### config.mk
export PLATFORM = sky130hd
export DESIGN_NAME = mops_expand
export DESIGN_NICKNAME = d
export VERILOG_FILES = /design/src/rtl/mops_expand.sv
export SDC_FILE = /design/constraint.sdc
export NUM_CORES = 1
export LEC_CHECK = 0
export BUFFER_PORTS_ARGS = -buffer_cell sky130_fd_sc_hd__buf_2
export CORE_MARGIN = 10
export CORE_UTILIZATION = 45
export CTS_BUF_LIST = sky130_fd_sc_hd__clkbuf_16
export DETAILED_ROUTE_END_ITERATION = 16
export HOLD_SLACK_MARGIN = 0.06
export PLACE_DENSITY = 0.74
export SLEW_MARGIN = 10
export SYNTH_ARGS = -nofsm -noshare
export SYNTH_HDL_FRONTEND = slang
export SYNTH_SLANG_ARGS = --single-unit
export TNS_END_PERCENT = 50
### constraint.sdc
create_clock -name clk -period 9.9 [get_ports clk]
set_input_delay 1.98 -clock clk [delete_from_list [all_inputs] [get_ports clk]]
set_output_delay 1.98 -clock clk [all_outputs]
set_load 0.02 [all_outputs]
### src/rtl/mops_expand.sv
`default_nettype none

module mops_expand #(
  parameter int MAX_KEYS  = 4,
  parameter int HASH_BITS = 32,
  parameter int VALID_W   = 6,
  parameter int KEY_W     = 3,
  parameter int LEN_W     = 8
) (
  input  wire logic                            clk,
  input  wire logic                            load,
  input  wire logic [KEY_W-1:0]                key_num,
  input  wire logic [MAX_KEYS*HASH_BITS-1:0]   hash_vec,
  input  wire logic [MAX_KEYS*VALID_W-1:0]     valid_vec,
  output      logic [MAX_KEYS*HASH_BITS-1:0]   morton,
  output      logic [LEN_W-1:0]                len
);

  localparam int MW = MAX_KEYS * HASH_BITS;

  logic [MW-1:0]    morton_next;
  logic [LEN_W-1:0] len_next;

  // Interleave the hashes, most significant bit first, key by key.
  // Position p of the Morton value sits at bit MW-1-p, so plain numeric
  // order of the vectors is Morton order.
  always_comb begin
    morton_next = '0;
    for (int nn = 1; nn <= MAX_KEYS; nn++) begin
      if (key_num == KEY_W'(nn)) begin
        for (int i = 0; i < HASH_BITS; i++) begin
          for (int j = 0; j < nn; j++) begin
            morton_next[MW-1-(i*nn+j)] = hash_vec[j*HASH_BITS + HASH_BITS-1-i];
          end
        end
      end
    end
  end

  // The bit length is the first position whose key has no valid bit left.
  always_comb begin
    logic [VALID_W-1:0] vj;
    logic [LEN_W-1:0]   pos;
    len_next = LEN_W'(key_num) * LEN_W'(HASH_BITS);
    for (int j = 0; j < MAX_KEYS; j++) begin
      vj  = valid_vec[j*VALID_W +: VALID_W];
      pos = LEN_W'(vj) * LEN_W'(key_num) + LEN_W'(j);
      if ((KEY_W'(j) < key_num) && (vj < VALID_W'(HASH_BITS)) && (pos < len_next)) begin
        len_next = pos;
      end
    end
  end

  always_ff @(posedge clk) begin
    if (load) begin
      morton <= morton_next;
      len    <= len_next;
    end
  end

endmodule

`default_nettype wire

* Yosys cells after proc, flatten, opt, wreduce, memory -nomap -nowiden
Cells that the tools add are included.
Operators by class: $lt $le $gt $ge 12, eq/ne operators 4, add/sub/neg operators 3, mux-type cells 8, multipliers 4, reductions and logical operators 8
Operators with widths (count):
- $mux 128 | 1
- $mux 96 | 1
- $mux 64 | 1
- $lt 8x8->1 | 4
- $mul 6x3->8 | 4
- $mux 32 | 1
- $mux 8 | 4
- $lt 6x6->1 const B | 4
- $add 8x2->8 const B | 2
- $add 8x1->8 const B | 1
- $logic_and 1x1->1 | 8
- $eq 3x2->1 const B | 2
- $lt 1x3->1 const A | 2
- $lt 2x3->1 const A | 2
- $eq 3x1->1 const B | 1
- $eq 3x3->1 const B | 1
Word-level totals: register bits after elaboration 136, output and inout bits 136, input port bits 157, logic and storage cells 42

* Depth between registers and ports, before layout
Gate-level depths: netlist of the first run.
depth after elaboration 13, gate-level depth with buffers 43, depth with buffers taken out 37

* Least setup slack after synthesis of the first run
Ideal clock, no wire load.
kind input-to-reg, start point in key_num[0], end point reg len[7], data pin, library setup time 0.165 ns, required time 9.735 ns, setup slack -0.288 ns, stages on the path 40, buffers on the path 6, data arrival time 10.023 ns, path through buf_4 buf_2 buf_2 buf_2 clkbuf_1 nand2_1 fa_1 inv_1 ha_1 o21ai_1 o21ai_0 a21oi_1 xnor2_1 ha_1 a211oi_2 o21ai_1 a31oi_2 mux2_4 [4 not listed] a21oi_2 buf_4 o211ai_1 o21a_1 ha_1 a2111oi_4 o2111ai_1 a21oi_1 nor3_1 or2_1 ha_1 a21o_1 a21o_1 a21oi_1 nand4b_1 a31o_1 a211o_1 o31ai_2
Between the ends: word-level cells in the longest chain between the ends 13, elaborated cells on any way between the ends 27, those cells by class 3 x add/sub; 4 x mul; 8 x order compare; 4 x mux; 8 x reduce/logical
RTL lines:
- from (decl) | RTL line 12 | input wire logic [KEY_W-1:0] key_num,
- $mul 6x3->8 / $lt 1x3->1 (equally long branches) | RTL line 47, 48
- $lt 8x8->1 / $logic_and 1x1->1 (equally long branches) | RTL line 48 | if ((KEY_W'(j) < key_num) && (vj < VALID_W'(HASH_BITS)) && (pos < len_next)) begin
- $logic_and 1x1->1 | RTL line 48
- $mux 8 | RTL line 48
- $lt 8x8->1 | RTL line 48
- $logic_and 1x1->1 | RTL line 48
- $mux 8 | RTL line 48
- $lt 8x8->1 | RTL line 48
- $logic_and 1x1->1 | RTL line 48
- $mux 8 | RTL line 48
- $lt 8x8->1 | RTL line 48
- $logic_and 1x1->1 | RTL line 48
- $mux 8 * | RTL line 48
- net len_next[7] | RTL line 22 | logic [LEN_W-1:0] len_next;
- to (signal assigned) | RTL line 57 | len <= len_next;
- to (decl) | RTL line 16 | output logic [LEN_W-1:0] len
The timed path passes the listed nets; every way through them passes the cells marked *. A chain may end at the register's enable or synchronous reset.

* Worst setup path after layout of the first run
start point in key_num[1], end point reg len[7], data pin
The elaborated chain is that of the path after synthesis.

==> results of run 1 <==
area by class of cell:
cell class | instances | area [um2] | share of cell area
Sequential cell | 136 | 4080 | 0.348
Antenna cell | 4 | 10.0 | 0.000852
Timing Repair Buffer | 311 | 1610 | 0.137
Inverter | 73 | 274 | 0.0233
Multi-Input combinational cell | 674 | 4810 | 0.410
Clock inverter | 14 | 196 | 0.0167
Tap cell | 270 | 338 | 0.0288
Clock buffer | 17 | 425 | 0.0362
flip-flops by register name, indices dropped and copies added, names as in the netlist:
name    count
morton    128
len         8
metal layers:
layer  vias to the layer above  track usage
met5                         -            0
met4                         2       0.0910
met3                        49       0.0496
met2                       328        0.404
met1                      3935        0.259
li1                       3915            -
how the worst max path moves through the flow:
| stage | start | endpoint | slack, ns |
|---|---|---|---|
| 6_report | key_num[1] | len[7] | 0.28 |
| 5_1_grt | key_num[1] | len[7] | -0.11 |
| 4_1_cts | key_num[1] | len[5] | 0.29 |
| 3_5_place_dp | key_num[2] | len[5] | -0.17 |
| 3_3_place_gp | key_num[2] | len[1] | 0.04 |
| 2_1_floorplan | key_num[1] | len[7] | 0.03 |
power breakdown:
part	leakage [uW]	total, uW	switching (uW)	internal [uW]
Sequential	0.00130	720	15.8	704
Combinational	0.00363	674	416	259
Clock	0.000303	676	254	423
placed cells by master (no fill, tap or decap), types with 3 or more instances in the layout:
master | netlist | final
nand3_1 | 6 | 6
o21a_1 | 6 | 6
and3_1 | 3 | 3
and2_1 | 57 | 57
a22o_1 | 32 | 32
ha_1 | 59 | 59
o211ai_1 | 5 | 5
fa_1 | 19 | 19
or2_1 | 6 | 6
buf_2 | 7 | 290
edfxtp_1 | 136 | 136
o21ai_1 | 4 | 4
a21boi_0 | 9 | 9
o31ai_1 | 6 | 6
inv_1 | 72 | 72
nand2_1 | 136 | 135
mux2_2 | 8 | 8
clkbuf_16 | 0 | 17
inv_6 | 0 | 3
nor2b_1 | 5 | 5
a21oi_2 | 2 | 4
bufinv_16 | 0 | 4
mux2i_1 | 34 | 34
a311oi_1 | 4 | 4
xnor2_1 | 16 | 16
a21oi_1 | 71 | 68
nand4_1 | 4 | 4
nor2_1 | 30 | 29
a22oi_1 | 5 | 5
a31oi_4 | 2 | 3
o21ai_0 | 93 | 93
buf_4 | 3 | 21
diode_2 | 0 | 4
a21o_1 | 11 | 10
a31oi_1 | 4 | 3
nor3_1 | 5 | 5
stage by stage:
step                      cell area (um2)  hold slack (ns)  total power [uW]
final                               11800             1.82              2070
after global routing                11700             1.82              2180
after CTS                           11700             1.81              2060
after detailed placement            11000             2.26              1380
after global placement              11000             2.25              1370
after floorplan                      9330             2.09              1160
timing repair:
action / in CTS / in global routing
setup endpoints to repair: 0 / 8
buffers inserted: 0 / 2
gates resized for setup: 0 / 13
logic make-up (layout without fill, tap and decap cells):
group / count (synthesis) / after routing / synth area share
compound gates: 274 / 274 / 0.191
xor+xnor: 17 / 17 / 0.0160
other cells: 0 / 4 / 0
fa+ha+maj: 78 / 78 / 0.120
mux: 44 / 44 / 0.0491
simple gates: 261 / 261 / 0.132
flops: 136 / 136 / 0.439
buf+inv: 124 / 415 / 0.0530
==> results.ini, run 1 <==
[status]
status = completed

[synth]
netlist_top_cells_count = edfxtp_1, nand2_1, o21ai_0
ys_ff_latch = 136
ys_async_sr_fraction = 0
ys.flop_type = edfxtp_1
synth_fp_nets = 1169
yosysSeqAreaShare = 0.439
synth_edf_count = 136
ys_warn_count = 0
syn_inst = 934
syn-cell-area_um2 = 9310
yosys-top-cells-area = edfxtp_1, ha_1, nand2_1
synth.avg_cell_area_um2 = 9.97
synth_top_cell_by_area = edfxtp_1
synth_cell_types = 61
yosysTopAreaCellShare = 0.439

[cells_and_area]
fillers = 1767
finalNonFillerCells = 1499
num-nets-final = 1448
utilization = 0.579
drive_above_1_share = 0.308
area_growth_pct = 26.2

[flow_run]
drv_cap = 0

[worst_setup_path]
slowest_stage = fa_1
cpPeakStageDelay_ns = 0.48
crit_family = compound AO/OA/AOI/OAI gates
critPathLaunchType = input port
crit_top_cell = ha_1
worst-path-max-fanout = 7
worst-path-stages = 36
cp.required_ns = 10.16
endpoint_kind = flop
arrival_ns = 9.88
crit_type = in2reg
path_buf_inv = 3

[cts]
path_clk_slew_ns = 0.07
clock_sinks = 136
ctsHtreeMaxLevel = 4
cts_tree = done
cts_buffer_depth = 2
cts_buffers = 17
cts_root_buf = clkbuf_16
hold_buffers = 0

[die]
row_count = 52
ioPinCount = 293
die_w_um = 164
start_util = 0.459
dieArea_um2 = 26800
die_h_um = 164
core_area_um2 = 20300

[detailed_routing]
via_per_inst = 5.49
wl_per_cell_um = 21.1
dr_wl_met2_um = 16400
top_layer = met5
first_pass_iters = 5
drc_errors = 0
num_vias = 8229
dr.first_iter.drc_count = 593
met1_length_um = 11800
wirelength_um = 31600
route.antenna.remaining_nets = 0
wl_met3_um = 2450

[global_routing]
grt_overflow = 0
grt_max_degree = 94
antenna_found_initial = 5
grt_pass1_vias = 8268
grt_pass1_wl_um = 47100
grt_usage = 0.227

[pwr]
p_leak_uw = 0.00524
p_per_area_nw_per_um2 = 176
vdd_drop_max_mv = 0.0917

[timing]
fin_crit_sh = 0.971
final.setup.tns_ns = 0
timing.final.ws_setup_ns = 0.284
finalMaxSlewViolations = 0
hold_violations = 0
slew_headroom = 0.262
finalSetupViolations = 0
fmax_mhz = 104
worst_pin_slew_ns = 1.10
min_period_ns = 9.62

[place]
dp.cells = 1462
globalplace.congestion = 0.921
dp.final_hpwl_um = 24000
post-place-ws_ns = -0.170
io_buffers = 292

[min_path]
hp-start = hash_vec[100]
holdPathEnd = morton[16]
hp-class = in2reg
hold_depth = 2

Note: power is estimated with default switching activity, not from simulation.
==> inputs of run 2 (changes only) <==
--- a/config.mk
+++ b/config.mk
@@ -11,7 +11,7 @@
 export CTS_BUF_LIST = sky130_fd_sc_hd__clkbuf_16
 export DETAILED_ROUTE_END_ITERATION = 16
 export HOLD_SLACK_MARGIN = 0.06
-export PLACE_DENSITY = 0.74
+export PLACE_DENSITY = 0.8
 export SLEW_MARGIN = 10
 export SYNTH_ARGS = -nofsm -noshare
 export SYNTH_HDL_FRONTEND = slang
==> results.ini, run 2 (same netlist as run 1, synthesis figures left out) <==
[cells_and_area]
final_common_cell = buf_2
drive_above_1_share = 0.314  ; +0.00627
utilization = 0.579  ; about the same
largest_register_ffs = 128  ; unchanged
num-nets-final = 1448  ; unchanged
final_cell_mix = buf_2, edfxtp_1, nand2_1
fillers = 1768  ; +0.057%
area_growth_pct = 26.3  ; about the same
top_register = morton
reg.largest.list = morton: 128 flops, len: 8 flops

[min_path]
hold_depth = 3  ; +1
holdPathEnd = morton[80]
hp-class = in2reg
hp-start = hash_vec[116]

[pwr]
vdd_drop_max_mv = 0.0824  ; -10%
seqPwrFrac = 0.351  ; +0.003
p_leak_uw = 0.00523  ; -0.27%
swShare = 0.343  ; +0.0122
combPwrFrac = 0.336  ; +0.010
p_per_area_nw_per_um2 = 174  ; -1.0%
clkPwrFrac = 0.314  ; -0.013
p_int_uw = 1350  ; -2.8%
power_switching_uw = 704  ; +2.7%

[detailed_routing]
met1_length_um = 11800  ; -0.46%
top_layer = met4
dr_wl_met2_um = 16700  ; +1.3%
dr.first_iter.drc_count = 748  ; +26%
wl_met3_um = 2790  ; +14%
first_pass_iters = 5  ; unchanged
wl_per_cell_um = 21.6  ; +2.5%
drc_errors = 0  ; unchanged
via_per_inst = 5.63  ; +2.5%
route.antenna.remaining_nets = 0  ; unchanged
wirelength_um = 32400  ; +2.5%
num_vias = 8438  ; +2.5%

[cts]
clock_sinks = 136  ; unchanged
cts_buffers = 17  ; unchanged
cts_tree = done
ctsHtreeMaxLevel = 4  ; unchanged
hold_buffers = 0  ; unchanged
cts_root_buf = clkbuf_16
path_clk_slew_ns = 0.06  ; about the same
cts_buffer_depth = 2  ; unchanged

[worst_setup_path]
crit_top_cell = ha_1
cp.required_ns = 10.15  ; about the same
critPathLaunchType = input port
crit_type = in2reg
cpPeakStageDelay_ns = 0.50  ; +0.02 ns
slowest_stage = fa_1
path_buf_inv = 4  ; +1
arrival_ns = 9.71  ; -0.17 ns
worst-path-max-fanout = 7  ; unchanged
endpoint_kind = flop
crit_family = compound AO/OA/AOI/OAI gates

[timing]
finalMaxSlewViolations = 0  ; unchanged
fin_crit_sh = 0.955  ; -0.0162
finalSetupViolations = 0  ; unchanged
hold_violations = 0  ; unchanged
holdWs_ns = 1.83  ; +0.0155 ns
slew_headroom = 0.239  ; -0.0223
fmax_mhz = 106  ; +1.7%
min_period_ns = 9.46  ; -0.161 ns
worst_pin_slew_ns = 1.14  ; +0.0320 ns

[place]
dp.final_hpwl_um = 24700  ; +2.7%
globalplace.congestion = 0.898  ; -2.4%
io_buffers = 292  ; unchanged

[global_routing]
grt_pass1_vias = 8388  ; +1.5%
grt_pass1_wl_um = 48900  ; +3.9%
grt_max_degree = 112  ; +19%
grt_usage = 0.234  ; +0.00727
antenna_found_initial = 3  ; -2
grt_overflow = 0  ; unchanged

[status]
status = completed

[die]
dieArea_um2 = 26800  ; unchanged
core_area_um2 = 20300  ; unchanged
start_util = 0.459  ; unchanged
die_h_um = 164  ; unchanged
row_count = 52  ; unchanged
die_w_um = 164  ; unchanged
ioPinCount = 293  ; unchanged

[flow_run]
drv_cap = 0  ; unchanged

run 2: area by class of cell:
| class | count | area [um2] | share of cell area |
|---|---|---|---|
| Sequential cell | 136 | 4080 | 0.347 |
| Inverter | 73 | 274 | 0.0233 |
| Clock buffer | 17 | 425 | 0.0362 |
| Clock inverter | 15 | 164 | 0.0139 |
| Timing Repair Buffer | 311 | 1610 | 0.137 |
| Multi-Input combinational cell | 674 | 4850 | 0.413 |
| Tap cell | 270 | 338 | 0.0287 |
| Antenna cell | 3 | 7.51 | 0.000639 |
run 2: power groups by stage:
stage,Clock (uW),Sequential [uW],Combinational [uW]
after CTS,650,719,659
after global routing,674,724,759
after global placement,0,730,640
after floorplan,0,805,357
after detailed placement,0,731,655
final,644,719,688
run 2: routing by layer:
metal  up-vias  track usage
met5         -            0
met4         0       0.0979
met3        59       0.0458
met2       441        0.419
met1      4021        0.267
li1       3917            -
run 2: how the worst max path moves through the flow:
stage	startpoint	end	slack [ns]	depth (start not counted)
floorplan	key_num[1]	len[7]	0.03	40
global placement	key_num[2]	len[2]	0.14	36
detailed placement	valid_vec[0]	len[2]	-0.26	38
CTS	valid_vec[0]	len[2]	0.19	38
global route	key_num[2]	len[7]	-0.12	36
finish	key_num[2]	len[7]	0.44	37
run 2: per-stage QoR:
| step | cell area (um2) | worst slack, ns | TNS (ns) | total power (uW) | cells |
|---|---|---|---|---|---|
| after CTS | 11600 | 0.192 | 0 | 2030 | 1494 |
| final | 11800 | 0.444 | 0 | 2050 | 1499 |
| after global placement | 11000 | 0.141 | 0 | 1370 | 1462 |
| after floorplan | 9330 | 0.0301 | 0 | 1160 | 934 |
| after detailed placement | 11000 | -0.256 | -1.92 | 1390 | 1462 |
| after global routing | 11800 | -0.122 | -0.563 | 2160 | 1499 |
run 2: repair_timing:
action	CTS	global route
endpoints found under the hold margin	0	0
endpoints found under the setup margin	0	8
buffers inserted	0	2
gates resized for setup	0	20
==> inputs of run 3 (changes only) <==
--- a/config.mk
+++ b/config.mk
@@ -5,10 +5,11 @@
 export SDC_FILE = /design/constraint.sdc
 export NUM_CORES = 1
 export LEC_CHECK = 0
+export ABC_CLOCK_PERIOD_IN_PS = 9900
 export BUFFER_PORTS_ARGS = -buffer_cell sky130_fd_sc_hd__buf_2
 export CORE_MARGIN = 10
 export CORE_UTILIZATION = 45
-export CTS_BUF_LIST = sky130_fd_sc_hd__clkbuf_16
+export CTS_BUF_LIST = sky130_fd_sc_hd__clkbuf_8
 export DETAILED_ROUTE_END_ITERATION = 16
 export HOLD_SLACK_MARGIN = 0.06
 export PLACE_DENSITY = 0.8
==> results.ini, run 3 (same netlist as run 1, synthesis figures left out) <==
[worst_setup_path]
slowest_stage = fa_1
crit_top_cell = ha_1
cp.required_ns = 10.18  ; +0.03 ns
critPathLaunchType = input port
arrival_ns = 9.73  ; +0.02 ns
crit_family = compound AO/OA/AOI/OAI gates
crit_type = in2reg
cpPeakStageDelay_ns = 0.50  ; about the same
endpoint_kind = flop
path_buf_inv = 3  ; -1
worst-path-stages = 36  ; -2.7%
worst-path-max-fanout = 7  ; unchanged

[cts]
hold_buffers = 0  ; unchanged
cts_buffers = 17  ; unchanged
path_clk_slew_ns = 0.09  ; +0.03 ns
cts_buffer_depth = 2  ; unchanged
clock_sinks = 136  ; unchanged
ctsHtreeMaxLevel = 4  ; unchanged
cts_tree = done
cts_root_buf = clkbuf_8

[die]
die_w_um = 164  ; unchanged
die_h_um = 164  ; unchanged
ioPinCount = 293  ; unchanged
dieArea_um2 = 26800  ; unchanged
core_area_um2 = 20300  ; unchanged
start_util = 0.459  ; unchanged
row_count = 52  ; unchanged

[timing]
finalMaxSlewViolations = 0  ; unchanged
slew_headroom = 0.228  ; -0.0113
min_period_ns = 9.45  ; -0.00649 ns
holdWs_ns = 1.80  ; -0.0302 ns
hold_violations = 0  ; unchanged
fmax_mhz = 106  ; about the same
fin_crit_sh = 0.954  ; about the same
worst_pin_slew_ns = 1.15  ; +0.0169 ns
finalSetupViolations = 0  ; unchanged

[cells_and_area]
final_cell_mix = buf_2, edfxtp_1, nand2_1
finalNonFillerCells = 1499  ; unchanged
top_register = morton
final_common_cell = buf_2
fillers = 1798  ; +1.7%
num-nets-final = 1448  ; unchanged
drive_above_1_share = 0.313  ; -0.000816
reg.largest.list = morton: 128 flops, len: 8 flops
area_growth_pct = 24.1
register_area_um2 = 4080  ; unchanged
largest_register_ffs = 128  ; unchanged
multiInputGateArea_um2 = 4840  ; -0.28%

[global_routing]
grt_pass1_wl_um = 48200  ; -1.6%
grt_overflow = 0  ; unchanged
grt_max_degree = 112  ; unchanged
grt_usage = 0.231  ; -0.00292
antenna_found_initial = 2  ; -1
grt_pass1_vias = 8338  ; -0.60%

[detailed_routing]
met1_length_um = 11700  ; -0.70%
via_per_inst = 5.61  ; -0.27%
wl_met3_um = 2840  ; +1.7%
dr_wl_met2_um = 16300  ; -2.3%
dr.first_iter.drc_count = 802  ; +7.2%
wirelength_um = 32100  ; -0.78%
route.antenna.remaining_nets = 0  ; unchanged
top_layer = met4
first_pass_iters = 5  ; unchanged
drc_errors = 0  ; unchanged
num_vias = 8415  ; -0.27%
wl_per_cell_um = 21.4  ; -0.78%

[min_path]
hp-class = in2reg
hold_depth = 3  ; unchanged

[pwr]
p_per_area_nw_per_um2 = 162  ; -7.0%
p_leak_uw = 0.00514  ; -1.7%
power_uw = 1870  ; -8.6%
seqPwrFrac = 0.383  ; +0.032
power_switching_uw = 678  ; -3.7%
p_int_uw = 1200  ; -11%
combPwrFrac = 0.365  ; +0.029
swShare = 0.362  ; +0.0183
vdd_drop_max_mv = 0.0820  ; -0.42%
clkPwrFrac = 0.252  ; -0.062

[place]
dp.cells = 1462  ; unchanged
io_buffers = 292  ; unchanged
globalplace.congestion = 0.898  ; unchanged
dp.final_hpwl_um = 24700  ; unchanged

[flow_run]
drv_cap = 0  ; unchanged

[status]
status = completed

-- run 3: power groups by stage --
stage               sequential [uW]  combinational, uW  clock (uW)
finish                          717                684         472
CTS                             718                658         479
floorplan                       805                357           0
detailed placement              731                655           0
global placement                730                640           0
global route                    722                754         503
-- run 3: worst paths after layout --
kind / startpoint / to
max: key_num[2] / len[7]
min: hash_vec[116] / morton[80]
-- run 3: tightest hold or removal path: cells and delay by family --
kind	cells	cell delay [ns]
compound gates	1	0.06
simple gates	1	0.03
buf+inv	1	0.07
-- run 3: stage by stage --
stage          setup slack (ns)  cell area [um2]  TNS [ns]  utilization
3_3_place_gp              0.141            11000         0        0.544
2_1_floorplan            0.0301             9330         0            -
5_1_grt                 -0.0983            11500    -0.358        0.569
4_1_cts                   0.232            11400         0        0.563
6_report                  0.451            11600         0        0.569
3_5_place_dp             -0.256            11000     -1.92        0.544
-- run 3: area by class of cell --
class / count / area share
diodes: 3 / 0.000650
clock buffers: 17 / 0.0203
clock inverters: 15 / 0.0142
inverters: 73 / 0.0237
multi-input cells: 674 / 0.419
flip-flops and latches: 136 / 0.354
well taps: 270 / 0.0292
repair buffers: 311 / 0.140
-- run 3: per-layer routing --
layer	global-route usage	vias to the layer above
met5	0	-
met4	0.104	0
met3	0.0456	60
met2	0.411	454
met1	0.263	3988
li1	-	3913
-- run 3: timing repair --
item / 4_1_cts / 5_1_grt
gates resized for setup: 0 / 18
hold endpoints to repair: 0 / 0
setup endpoints to repair: 0 / 8
buffers inserted: 0 / 2
